File: src/rtl/core/iws_pkg.sv
// ----------------------------------------------------------------------------
// iws_pkg
// Shared types and constants of the identifier word splitter.
// ----------------------------------------------------------------------------
package iws_pkg;

	localparam logic [7:0] UNDERSCORE_CODE = 8'h5F;
	localparam logic [7:0] CAP_FIRST       = 8'h41;
	localparam logic [7:0] CAP_LAST        = 8'h5A;
	localparam logic [7:0] SMALL_FIRST     = 8'h61;
	localparam logic [7:0] SMALL_LAST      = 8'h7A;

	localparam int unsigned OUT_DEPTH = 2;
	localparam int unsigned CNT_W     = $clog2(OUT_DEPTH + 1);

	typedef struct packed {
		logic [7:0] word_start;
		logic [8:0] word_length;
		logic       name_done;
		logic       too_long;
	} result_t;

	typedef struct packed {
		logic [CNT_W-1:0] count;
		result_t          first;
		result_t          second;
	} push_t;

endpackage

File: src/rtl/core/iws_char_if.sv
// ----------------------------------------------------------------------------
// iws_char_if
// Character channel: one identifier character per item.
// ----------------------------------------------------------------------------
interface iws_char_if;
	logic       valid;
	logic       ready;
	logic [7:0] char_code;
	logic       last_char;

	modport source (output valid, output char_code, output last_char, input ready);
	modport sink (input valid, input char_code, input last_char, output ready);
endinterface

File: src/rtl/core/iws_word_if.sv
// ----------------------------------------------------------------------------
// iws_word_if
// Word channel: one word span or closing result per item.
// ----------------------------------------------------------------------------
interface iws_word_if;
	logic       valid;
	logic       ready;
	logic [7:0] word_start;
	logic [8:0] word_length;
	logic       name_done;
	logic       too_long;

	modport source (output valid, output word_start, output word_length,
		output name_done, output too_long, input ready);
	modport sink (input valid, input word_start, input word_length,
		input name_done, input too_long, output ready);
endinterface

File: src/rtl/core/iws_cfg_if.sv
// ----------------------------------------------------------------------------
// iws_cfg_if
// Configuration write channel carrying the split mode.
// ----------------------------------------------------------------------------
interface iws_cfg_if;
	logic valid;
	logic ready;
	logic split_mode;

	modport source (output valid, output split_mode, input ready);
	modport sink (input valid, input split_mode, output ready);
endinterface

File: src/rtl/core/iws_step.sv
// ----------------------------------------------------------------------------
// iws_step
// Next-state and result logic for one character of an identifier.
// ----------------------------------------------------------------------------
module iws_step #(
	parameter int unsigned MAX_NAME_LEN = 256,
	parameter int unsigned PW = $clog2(MAX_NAME_LEN + 1)
) (
	input  logic [7:0]    char_code,
	input  logic          last_char,
	input  logic          split_mode,
	input  logic [PW-1:0] pos,
	input  logic [PW-1:0] wb,
	input  logic [PW-1:0] we,
	input  logic          run,
	input  logic          ovf,
	output logic [PW-1:0] pos_n,
	output logic [PW-1:0] wb_n,
	output logic [PW-1:0] we_n,
	output logic          run_n,
	output logic          ovf_n,
	output iws_pkg::push_t push
);

	localparam logic [PW-1:0] MAX_POS = PW'(MAX_NAME_LEN);

	logic          is_cap;
	logic          is_small;
	logic          is_und;
	logic [PW-1:0] b;
	logic [PW-1:0] e;
	logic          r;
	logic [PW-1:0] i_plus;
	logic          w_valid;
	logic [PW-1:0] w_start;
	logic [PW-1:0] w_len;
	iws_pkg::result_t w_res;
	iws_pkg::result_t c_res;

	assign is_cap   = (char_code >= iws_pkg::CAP_FIRST) && (char_code <= iws_pkg::CAP_LAST);
	assign is_small = (char_code >= iws_pkg::SMALL_FIRST) && (char_code <= iws_pkg::SMALL_LAST);
	assign is_und   = (char_code == iws_pkg::UNDERSCORE_CODE);
	assign i_plus   = pos + PW'(1);

	always_comb begin
		b       = wb;
		e       = we;
		r       = run;
		w_valid = 1'b0;
		w_start = '0;
		w_len   = '0;
		pos_n   = pos;
		ovf_n   = ovf;
		if (pos >= MAX_POS) begin
			ovf_n = 1'b1;
		end else begin
			if (pos == '0) begin
				b = '0;
				e = PW'(1);
				r = split_mode ? is_cap : is_und;
			end
			if (!split_mode) begin
				if (is_und) begin
					if ((e > b) && !r) begin
						w_valid = 1'b1;
						w_start = b;
						w_len   = e - b;
					end
					b = i_plus;
					e = i_plus;
					r = 1'b1;
				end else if (r) begin
					b = pos;
					e = i_plus;
					r = 1'b0;
				end else begin
					e = i_plus;
				end
			end else begin
				if (is_cap) begin
					if (r) begin
						e = i_plus;
					end else begin
						if (e > b) begin
							w_valid = 1'b1;
							w_start = b;
							w_len   = e - b;
						end
						b = pos;
						e = i_plus;
						r = 1'b1;
					end
				end else if (is_small) begin
					if (r && (e > b) && ((e - b) != PW'(1))) begin
						w_valid = 1'b1;
						w_start = b;
						w_len   = e - b - PW'(1);
						b       = e - PW'(1);
					end
					e = i_plus;
					r = 1'b0;
				end
			end
			pos_n = i_plus;
		end

		w_res.word_start  = 8'(w_start);
		w_res.word_length = 9'(w_len);
		w_res.name_done   = 1'b0;
		w_res.too_long    = ovf_n;

		if (e > b) begin
			c_res.word_start  = 8'(b);
			c_res.word_length = 9'(e - b);
		end else begin
			c_res.word_start  = '0;
			c_res.word_length = '0;
		end
		c_res.name_done = 1'b1;
		c_res.too_long  = ovf_n;

		wb_n  = b;
		we_n  = e;
		run_n = r;
		if (last_char) begin
			pos_n = '0;
			wb_n  = '0;
			we_n  = '0;
			run_n = 1'b0;
			ovf_n = 1'b0;
		end

		push.count  = iws_pkg::CNT_W'(w_valid) + iws_pkg::CNT_W'(last_char);
		push.first  = w_valid ? w_res : c_res;
		push.second = c_res;
	end

endmodule

File: src/rtl/core/iws_out_q.sv
// ----------------------------------------------------------------------------
// iws_out_q
// Two-entry result queue that feeds the word channel.
// ----------------------------------------------------------------------------
module iws_out_q (
	input  logic                        clk,
	input  logic                        arst_n,
	input  iws_pkg::push_t              push,
	input  logic                        out_ready,
	output logic                        out_valid,
	output iws_pkg::result_t            head,
	output logic [iws_pkg::CNT_W-1:0]   cnt
);

	iws_pkg::result_t            q0_q;
	iws_pkg::result_t            q1_q;
	logic [iws_pkg::CNT_W-1:0]   cnt_q;
	iws_pkg::result_t            q0_n;
	iws_pkg::result_t            q1_n;
	logic [iws_pkg::CNT_W-1:0]   cnt_p;
	logic [iws_pkg::CNT_W-1:0]   cnt_n;
	logic                        pop;

	assign out_valid = (cnt_q != '0);
	assign head      = q0_q;
	assign cnt       = cnt_q;
	assign pop       = out_valid && out_ready;

	always_comb begin
		q0_n  = q0_q;
		q1_n  = q1_q;
		cnt_p = cnt_q;
		if (pop) begin
			q0_n  = q1_q;
			cnt_p = cnt_q - iws_pkg::CNT_W'(1);
		end
		if (push.count != '0) begin
			if (cnt_p == '0) begin
				q0_n = push.first;
			end else begin
				q1_n = push.first;
			end
		end
		if (push.count == iws_pkg::CNT_W'(2)) begin
			q1_n = push.second;
		end
		cnt_n = cnt_p + push.count;
	end

	always_ff @(posedge clk or negedge arst_n) begin
		if (!arst_n) begin
			cnt_q <= '0;
		end else begin
			cnt_q <= cnt_n;
		end
	end

	always_ff @(posedge clk) begin
		q0_q <= q0_n;
		q1_q <= q1_n;
	end

	a_cnt_range: assert property (@(posedge clk) disable iff (!arst_n)
		cnt_q <= iws_pkg::CNT_W'(iws_pkg::OUT_DEPTH))
		else $error("result queue count out of range");

	a_no_overrun: assert property (@(posedge clk) disable iff (!arst_n)
		push.count != '0 |->
		({1'b0, cnt_q} + {1'b0, push.count}) <= (iws_pkg::CNT_W + 1)'(iws_pkg::OUT_DEPTH))
		else $error("result queue pushed beyond its depth");

	a_pop_shift: assert property (@(posedge clk) disable iff (!arst_n)
		pop && cnt_q == iws_pkg::CNT_W'(2) && push.count == '0 |=>
		cnt_q == iws_pkg::CNT_W'(1) && head == $past(q1_q))
		else $error("result queue lost its second entry on a pop");

endmodule

File: src/rtl/core/identifier_word_splitter_core.sv
// ----------------------------------------------------------------------------
// identifier_word_splitter_core
// Splits an identifier, streamed one character per item, into word spans.
// ----------------------------------------------------------------------------
// The chars channel takes one character per item, with last_char set on the
// final character of an identifier. The words channel returns the start and
// length of each word as soon as it is known, and one closing item with
// name_done set per identifier. The cfg channel writes split_mode (0 splits
// on underscores, 1 at letter case changes); it is always ready. The user
// is to write it only while the block holds no work; the block itself does
// not enforce this. An accepted character is held in an input register,
// then its results enter a two-entry result queue whose head is offered
// on the words channel. One character is accepted per cycle while the words
// side keeps up and the result queue has room for its results. A character
// that ends a word and the identifier at once yields two items, offered one
// after the other. Queue room is judged before the current pop, so a
// character whose results would overfill the queue waits in the input
// register while the queue drains.
// Reset clears the span state, the result queue and split_mode. When the receiver
// stalls, the queue fills and the input register holds its character, and
// chars.ready falls until space frees up; nothing is lost.
// ----------------------------------------------------------------------------
module identifier_word_splitter_core #(
	parameter int unsigned MAX_NAME_LEN = 256
) (
	input  logic        clk,
	input  logic        arst_n,
	iws_cfg_if.sink     cfg,
	iws_char_if.sink    chars,
	iws_word_if.source  words
);

	localparam int unsigned PW = $clog2(MAX_NAME_LEN + 1);

	logic                      mode_q;
	logic                      s1_v;
	logic [7:0]                s1_char;
	logic                      s1_last;
	logic [PW-1:0]             pos_q;
	logic [PW-1:0]             wb_q;
	logic [PW-1:0]             we_q;
	logic                      run_q;
	logic                      ovf_q;
	logic [PW-1:0]             pos_n;
	logic [PW-1:0]             wb_n;
	logic [PW-1:0]             we_n;
	logic                      run_n;
	logic                      ovf_n;
	iws_pkg::push_t            step_push;
	iws_pkg::push_t            push;
	iws_pkg::result_t          head;
	logic [iws_pkg::CNT_W-1:0] cnt;
	logic                      fire;
	logic                      take;

	assign cfg.ready = 1'b1;

	assign fire = s1_v &&
		(({1'b0, cnt} + {1'b0, step_push.count}) <= (iws_pkg::CNT_W + 1)'(iws_pkg::OUT_DEPTH));
	assign chars.ready = !s1_v || fire;
	assign take        = chars.valid && chars.ready;

	always_comb begin
		push       = step_push;
		push.count = fire ? step_push.count : '0;
	end

	iws_step #(
		.MAX_NAME_LEN (MAX_NAME_LEN),
		.PW           (PW)
	) u_step (
		.char_code  (s1_char),
		.last_char  (s1_last),
		.split_mode (mode_q),
		.pos        (pos_q),
		.wb         (wb_q),
		.we         (we_q),
		.run        (run_q),
		.ovf        (ovf_q),
		.pos_n      (pos_n),
		.wb_n       (wb_n),
		.we_n       (we_n),
		.run_n      (run_n),
		.ovf_n      (ovf_n),
		.push       (step_push)
	);

	iws_out_q u_out_q (
		.clk       (clk),
		.arst_n    (arst_n),
		.push      (push),
		.out_ready (words.ready),
		.out_valid (words.valid),
		.head      (head),
		.cnt       (cnt)
	);

	assign words.word_start  = head.word_start;
	assign words.word_length = head.word_length;
	assign words.name_done   = head.name_done;
	assign words.too_long    = head.too_long;

	always_ff @(posedge clk or negedge arst_n) begin
		if (!arst_n) begin
			mode_q <= 1'b0;
			s1_v   <= 1'b0;
			pos_q  <= '0;
			wb_q   <= '0;
			we_q   <= '0;
			run_q  <= 1'b0;
			ovf_q  <= 1'b0;
		end else begin
			if (cfg.valid) begin
				mode_q <= cfg.split_mode;
			end
			if (take) begin
				s1_v <= 1'b1;
			end else if (fire) begin
				s1_v <= 1'b0;
			end
			if (fire) begin
				pos_q <= pos_n;
				wb_q  <= wb_n;
				we_q  <= we_n;
				run_q <= run_n;
				ovf_q <= ovf_n;
			end
		end
	end

	always_ff @(posedge clk) begin
		if (take) begin
			s1_char <= chars.char_code;
			s1_last <= chars.last_char;
		end
	end

	a_pos_bound: assert property (@(posedge clk) disable iff (!arst_n)
		pos_q <= PW'(MAX_NAME_LEN))
		else $error("character position passed the maximum length");

	a_close_clears: assert property (@(posedge clk) disable iff (!arst_n)
		fire && s1_last |=> pos_q == '0 && !ovf_q && !run_q)
		else $error("span state not cleared after a closing result");

	a_stall_holds: assert property (@(posedge clk) disable iff (!arst_n)
		s1_v && !fire |=> s1_v && $stable(s1_char) && $stable(s1_last))
		else $error("held character changed while waiting for queue space");

endmodule

File: src/flat_wrapper.sv
// flat-port wrapper written by rule: the top's interface ports become plain ports
module identifier_word_splitter_core_flat 
#(
	parameter int unsigned MAX_NAME_LEN = 256
)
  (clk, arst_n, cfg_valid, cfg_split_mode, cfg_ready, chars_valid, chars_char_code, chars_last_char, chars_ready, words_valid, words_word_start, words_word_length, words_name_done, words_too_long, words_ready);
  iws_cfg_if cfg_i ();
  iws_char_if chars_i ();
  iws_word_if words_i ();
  input  logic clk;
  input  logic arst_n;
  input wire logic [$bits(cfg_i.valid)-1:0] cfg_valid;
  input wire logic [$bits(cfg_i.split_mode)-1:0] cfg_split_mode;
  output wire logic [$bits(cfg_i.ready)-1:0] cfg_ready;
  input wire logic [$bits(chars_i.valid)-1:0] chars_valid;
  input wire logic [$bits(chars_i.char_code)-1:0] chars_char_code;
  input wire logic [$bits(chars_i.last_char)-1:0] chars_last_char;
  output wire logic [$bits(chars_i.ready)-1:0] chars_ready;
  output wire logic [$bits(words_i.valid)-1:0] words_valid;
  output wire logic [$bits(words_i.word_start)-1:0] words_word_start;
  output wire logic [$bits(words_i.word_length)-1:0] words_word_length;
  output wire logic [$bits(words_i.name_done)-1:0] words_name_done;
  output wire logic [$bits(words_i.too_long)-1:0] words_too_long;
  input wire logic [$bits(words_i.ready)-1:0] words_ready;
  assign cfg_i.valid = cfg_valid;
  assign cfg_i.split_mode = cfg_split_mode;
  assign cfg_ready = cfg_i.ready;
  assign chars_i.valid = chars_valid;
  assign chars_i.char_code = chars_char_code;
  assign chars_i.last_char = chars_last_char;
  assign chars_ready = chars_i.ready;
  assign words_valid = words_i.valid;
  assign words_word_start = words_i.word_start;
  assign words_word_length = words_i.word_length;
  assign words_name_done = words_i.name_done;
  assign words_too_long = words_i.too_long;
  assign words_i.ready = words_ready;
  identifier_word_splitter_core #(.MAX_NAME_LEN(MAX_NAME_LEN)) u_core (.clk(clk), .arst_n(arst_n), .cfg(cfg_i), .chars(chars_i), .words(words_i));
endmodule
File: config.mk
export PLATFORM = sky130hd
export DESIGN_NAME = identifier_word_splitter_core_flat
export DESIGN_NICKNAME = d
export VERILOG_FILES = /design/src/rtl/core/iws_pkg.sv /design/src/rtl/core/iws_char_if.sv /design/src/rtl/core/iws_word_if.sv /design/src/rtl/core/iws_cfg_if.sv /design/src/rtl/core/iws_step.sv /design/src/rtl/core/iws_out_q.sv /design/src/rtl/core/identifier_word_splitter_core.sv /design/src/flat_wrapper.sv
export SDC_FILE = /design/constraint.sdc
export NUM_CORES = 1
export LEC_CHECK = 0
export BUFFER_PORTS_ARGS = -buffer_cell sky130_fd_sc_hd__clkbuf_2
export CORE_MARGIN = 5
export CORE_UTILIZATION = 67
export DETAILED_ROUTE_END_ITERATION = 7
export PLACE_DENSITY = 0.87
export SLEW_MARGIN = 20
export SYNTH_ARGS = -nofsm -noshare
export SYNTH_HDL_FRONTEND = slang
export SYNTH_HIERARCHICAL = 1
export SYNTH_SLANG_ARGS = --single-unit
File: constraint.sdc
create_clock -name clk -period 18.9 [get_ports clk]
set_input_delay 0.945 -clock clk [delete_from_list [all_inputs] [get_ports clk]]
set_output_delay 0.945 -clock clk [all_outputs]
set_load 0.02 [all_outputs]
# Word-level counts from Yosys, hierarchy flattened
# Cells that the tools add are included.
[word_totals]
latchBits = 0
elab_cells = 131
mem_count = 0
ff_bits = 80
inputBits = 15
rom_bits = 0
ramBits = 0
[classes]
div = 0
n_shift = 0
n_lt_le_gt_ge = 8
n_reduce_logical = 20
n_eq_ne = 5
muxes = 70
bitwise_logic = 1
mul = 0
add_sub_neg = 9
[op_table]
columns = ["cell", "count"]
rows = [
  ["two-way mux 9 bit", 29],
  ["two-way mux 19 bit", 7],
  ["two-way mux 8 bit", 9],
  ["two-way mux 1 bit", 22],
  ["greater-than comparator 9 bit", 2],
  ["subtractor 9 x 1 -> 9 bit (second input constant)", 2],
  ["subtractor 9 bit", 2],
  ["two-way mux 17 bit", 1],
  ["greater-or-equal comparator 8 x 7 -> 1 bit (second input constant)", 2],
  ["<= comparator 8 x 7 -> 1 bit (second input constant)", 2],
  ["adder 9 x 1 -> 9 bit (second input constant)", 1],
  ["greater-or-equal comparator 9 bit (second input constant)", 1],
  ["logical NOT 9 bit", 1],
  ["!= test 9 x 1 -> 1 bit (second input constant)", 1],
  ["equality test 8 x 7 -> 1 bit (second input constant)", 1],
  ["logical AND 1 bit", 8],
  ["nonzero test 2 bit", 4],
  ["AND reduction 2 bit", 3],
  ["two-way mux 2 bit", 2],
  ["!= test 2 x 1 -> 1 bit (second input constant)", 2],
  ["adder 2 x 2 -> 3 bit", 1],
  ["<= comparator 3 x 2 -> 1 bit (second input constant)", 1],
  ["adder 1 x 1 -> 2 bit", 1],
  ["adder 2 bit", 1],
  ["other kinds (6)", 7],
]

# Longest topological paths before layout
[logic_depth]
depth_word = 20
ltp_mapped = 34
ltp_nobuf = 30

# Cells and area by module
# The synthesis kept the hierarchy.
[modules_own_cells]
columns = ["mod", "area_each_um2", "cells_each", "instances", "seq_area_each_um2"]
rows = [
  ["iws_step", 3303.2, 534, 1, 0.0],
  ["iws_out_q", 1878.1, 120, 1, 1001.0],
  ["identifier_word_splitter_core", 1629.1, 87, 1, 1046.0],
]

# Worst setup path before layout
# Ideal clock, no wire load.
[synth_path]
path_kind = "register to register"
from = "register u_core.pos_q[0]"
to = "register u_core/u_out_q/q1_q[0] in the netlist's numbering, enable pin"
slack_ps = 11693
stages_incl_launch_ff = 30
n_path_buf = 7
t_arrival_ps = 6821
required_ps = 18514
cell_sequence = "dfrtp_1 > inv_1 > ha_1 > nor4b_2 > nand2_1 > buf_2 > clkbuf_1 > clkbuf_1 > and2_1 > ha_1 > or3b_2 > a21oi_1 > a21boi_0 > o311ai_2 > o31ai_4 > nor2_1 > nor2_1 > nor2_1 > buf_2 > clkbuf_1 > ha_1 > ha_1 > fa_1 > nand2_1 > nand3b_4 > buf_6 > nor2_1 > nand2b_1 > buf_2 > nand2_1"
[synth_lines]
columns = ["element", "line_no", "text"]
rows = [
  ["start, declared", "identifier_word_splitter_core.sv:39", "logic [PW-1:0] pos_q;"],
  ["start signal, assigned", "identifier_word_splitter_core.sv:122", "pos_q <= pos_n;"],
  ["end signal, assigned", "iws_out_q.sv:60", "q1_q <= q1_n;"],
  ["end, declared", "iws_out_q.sv:16", "iws_pkg::result_t q1_q;"],
]

==> flow_metrics.py <==
metrics = {
    "synthesis": {
        "ys_warn_count": 6,
        "synthCells": 741,
        "synth-seq-cells": 80,
        "seq_area_frac_synth_pct": 30.1,
        "synth_ff_type": "dfrtp_1",
        "netlist_area_sq_mm": 0.00681,
        "async_reset_ff_share_pct": 41.3,
        "synth_nets": 783,
        "synth_edf_count": 28,
        "synth_top_area_share_pct": 12.3,
        "synth.area.top_cells": "edfxtp_1 (12%), dfrtp_1 (12%), mux2_4 (8.4%), mux2_2 (8.1%), dfxtp_1 (5.6%)",
        "synth_top_area_cell": "edfxtp_1",
        "syn_avg_cell_area_sq_um": 9.19,
        "synth.distinct_cells": 79,
    },
    "min_path": {
        "min_from": "u_core/ovf_q$_DFFE_PN0P_",
        "worstHoldPathType": "reg -> reg",
    },
    "clock_network": {
        "worstSkewPairLatency_ps": 360,
        "cts_buffers": 9,
        "clk_pin_slew_ps": 90,
        "root_buffer": "clkbuf_8",
        "post_cts_buffers": 0,
        "hold_buffers": 0,
        "cts_tree": "done",
        "cts.sinks": 80,
        "ctsLongestPathBuffers": 2,
        "cts_resized": 0,
        "htree_levels": 3,
    },
    "timing": {
        "min_period_ps": 9040,
        "setup_violations": 0,
        "rsz0062_at_grt": "no",
        "min_period_over_period_pct": 47.8,
        "max_freq_mhz": 111,
        "hold_viol_final": 0,
        "tns_ps": 0,
        "setup_ws_ps": 9860,
        "clock_skew_ps": 13.4,
        "relSlewSlack_pct": 27.2,
        "worst_pin_slew_ps": 1090,
        "hold_slack_ps": 507,
        "finalMaxSlewViolations": 0,
    },
    "place": {
        "placed_cells": 870,
        "place_ws_ps": 10050,
        "gp_congestion": 1.04,
        "place_area_sq_mm": 0.00696,
        "portBuffers": 35,
        "hpwl_mm": 14.0,
    },
    "floorplan": {
        "core_sq_mm": 0.00986,
        "boundaryPins": 37,
        "rows": 36,
        "die_w_microns": 111,
        "die_h_microns": 111,
        "dieArea_sq_mm": 0.0123,
        "start_util_pct": 69.0,
    },
    "layout": {
        "seqCellArea_sq_mm": 0.00205,
        "fin_nets": 790,
        "drive_gt1_share_pct": 24.0,
        "syn2layout_area_growth_pct": 5.36,
        "final_cell_mix": "nor2_1 (92), mux2_2 (49), a21oi_1 (46)",
        "multi_input_area_sq_mm": 0.00443,
        "antennaDiodeCount": 0,
        "fin_cells": 886,
        "final_area_sq_mm": 0.00718,
        "fillers": 745,
        "final_common_cell": "nor2_1",
    },
    "critical_path": {
        "arrival_ps": 8940,
        "critPathRequiredTime_ps": 18800,
        "crit_type": "reg -> reg",
        "cp-start-kind": "flip-flop",
        "cp-startpoint": "u_core/pos_q[0]$_DFFE_PN0P_",
        "reg2reg_from": "u_core/pos_q[0]$_DFFE_PN0P_",
        "cp_max_fo": 31,
        "cp-end-kind": "flip-flop",
    },
    "drt": {
        "viasPerCell": 6.75,
        "drtAntennaViolNets": 0,
        "drc": 0,
        "vias": 5978,
        "wire_per_inst_microns": 21.2,
        "wirelength_mm": 18.8,
        "dr.pass1.iters": 8,
        "drt-initial-drc-count": 557,
    },
    "power_and_ir_drop": {
        "p_leak_uw": 0.00307,
        "power.density_mw_per_mm2": 201,
        "seq_power_share_pct": 22.9,
        "combinationalPowerShare_pct": 67.2,
        "ir_drop_v": 0.000291,
        "power_switching_uw": 709,
        "power.internal_uw": 734,
        "switching_share_pct": 49.2,
        "clkPwrFrac_pct": 9.9,
    },
    "run": {
        "cap_violations": 0,
    },
    "global_routing": {
        "grt_max_degree": 42,
        "grtUsageTotal_pct": 30.1,
        "grt_pass1_wl_mm": 30.0,
        "grt_pass1_vias": 5666,
        "grt.overflow.total": 0,
        "antenna_found_initial": 0,
    },
    "status": {
        "status": "completed",
    },
}
## state kept, by name (all words and copies together), names as in the netlist, 2 cells and up
name,cells
u_core/wb_q,9
u_core/we_q,9
u_core/s1_char,8
u_core/u_out_q/head,19
u_core/u_out_q/cnt,2
u_core/u_out_q/q1_q,19
u_core/pos_q,9
## path summary, 6_finish.rpt
kind / to / slack (ps) / cells after the start
worst min-delay path: u_core/ovf_q$_DFFE_PN0P_ / 510 / 1
max in group asynchronous: u_core/wb_q[0]$_DFFE_PN0P_ / 17690 / 1
worst min register to register: u_core/ovf_q$_DFFE_PN0P_ / 510 / 1
worst max register to register: u_core/u_out_q/q1_q[4]$_DFFE_PP_ / 9860 / 24
min in group asynchronous: u_core/mode_q$_DFFE_PN0P_ / 680 / 1
worst max-delay path: u_core/u_out_q/q1_q[4]$_DFFE_PP_ / 9860 / 24
## cells by family after synthesis
kind of cell	after synthesis	synth area share, %
flip-flops	80	30.1
AO/OA/AOI/OAI	176	18.5
other	2	0.110
adder cells (fa/ha/maj)	27	5.29
buffers and inverters	70	4.91
multiplexers	91	17.1
XOR/XNOR	33	4.24
AND/OR/NAND/NOR	262	19.8
## metrics by stage
step / total power [uW] / util [%]
after floorplan: 1080 / -
after global placement: 1230 / 70.5
after detailed placement: 1280 / 70.5
after CTS: 1430 / 72.7
after global routing: 1530 / 72.7
final: 1440 / 72.7
## power by group through the flow
| stage | combinational, uW | sequential, uW | clock [uW] |
|---|---|---|---|
| 3_3_place_gp | 906 | 326 | 0 |
| 4_1_cts | 952 | 329 | 144 |
| 5_1_grt | 1040 | 339 | 152 |
| 3_5_place_dp | 944 | 333 | 0 |
| 6_report | 970 | 331 | 142 |
| 2_1_floorplan | 754 | 327 | 0 |
## area by class of cell
class / instances / area share [%]
clock buffers: 10 / 1.78
clock inverters: 6 / 1.29
flip-flops and latches: 80 / 28.5
multi-input cells: 591 / 61.8
well taps: 133 / 2.32
inverters: 26 / 1.36
repair buffers: 40 / 2.96
## per-layer routing
metal  routed length (microns)  track usage, %
met3                      1650            6.22
met4                       695            12.2
met5                         0               0
met2                      8890            48.6
met1                      7590            39.3
## critical path, cell delays in order, from the launching register on
cell	delay, ps
dfrtp_1	480
inv_1	120
ha_1	220
nor4b_2	190
nand2_1	100
buf_4	300
and2_1	350
ha_1	300
or3b_2	460
a21oi_1	290
a21boi_0	190
o311ai_2	580
o31ai_4	280
nor2_1	500
nor2_1	130
nor2_2	100
buf_4	350
ha_1	310
ha_1	210
fa_1	470
nand2_1	120
nand3b_4	490
nor2_1	420
nand2b_1	800
nand2_1	780
## cells in the mapped netlist (all sizes together) (3+ instances only)
cell type	count
nand4	8
nor4	4
mux2i	4
or2	5
edfxtp	28
a221oi	6
nand2	42
o21a	6
inv	25
o21ai	32
o211ai	3
o31ai	19
nor2b	17
nor2	96
mux2	87
xor2	13
o22ai	8
nor3	19
or3	9
fa	3
ha	24
a211oi	6
and4	3
a21oi	46
or4	4
a31oi	9
a22oi	6
dfrtp	33
buf	20
clkbuf	24
a21o	10
and3	5
and2	11
dfxtp	19
nand2b	13
nand3	18
xnor2	20
o221ai	6
(Power assumes the default switching activity.)
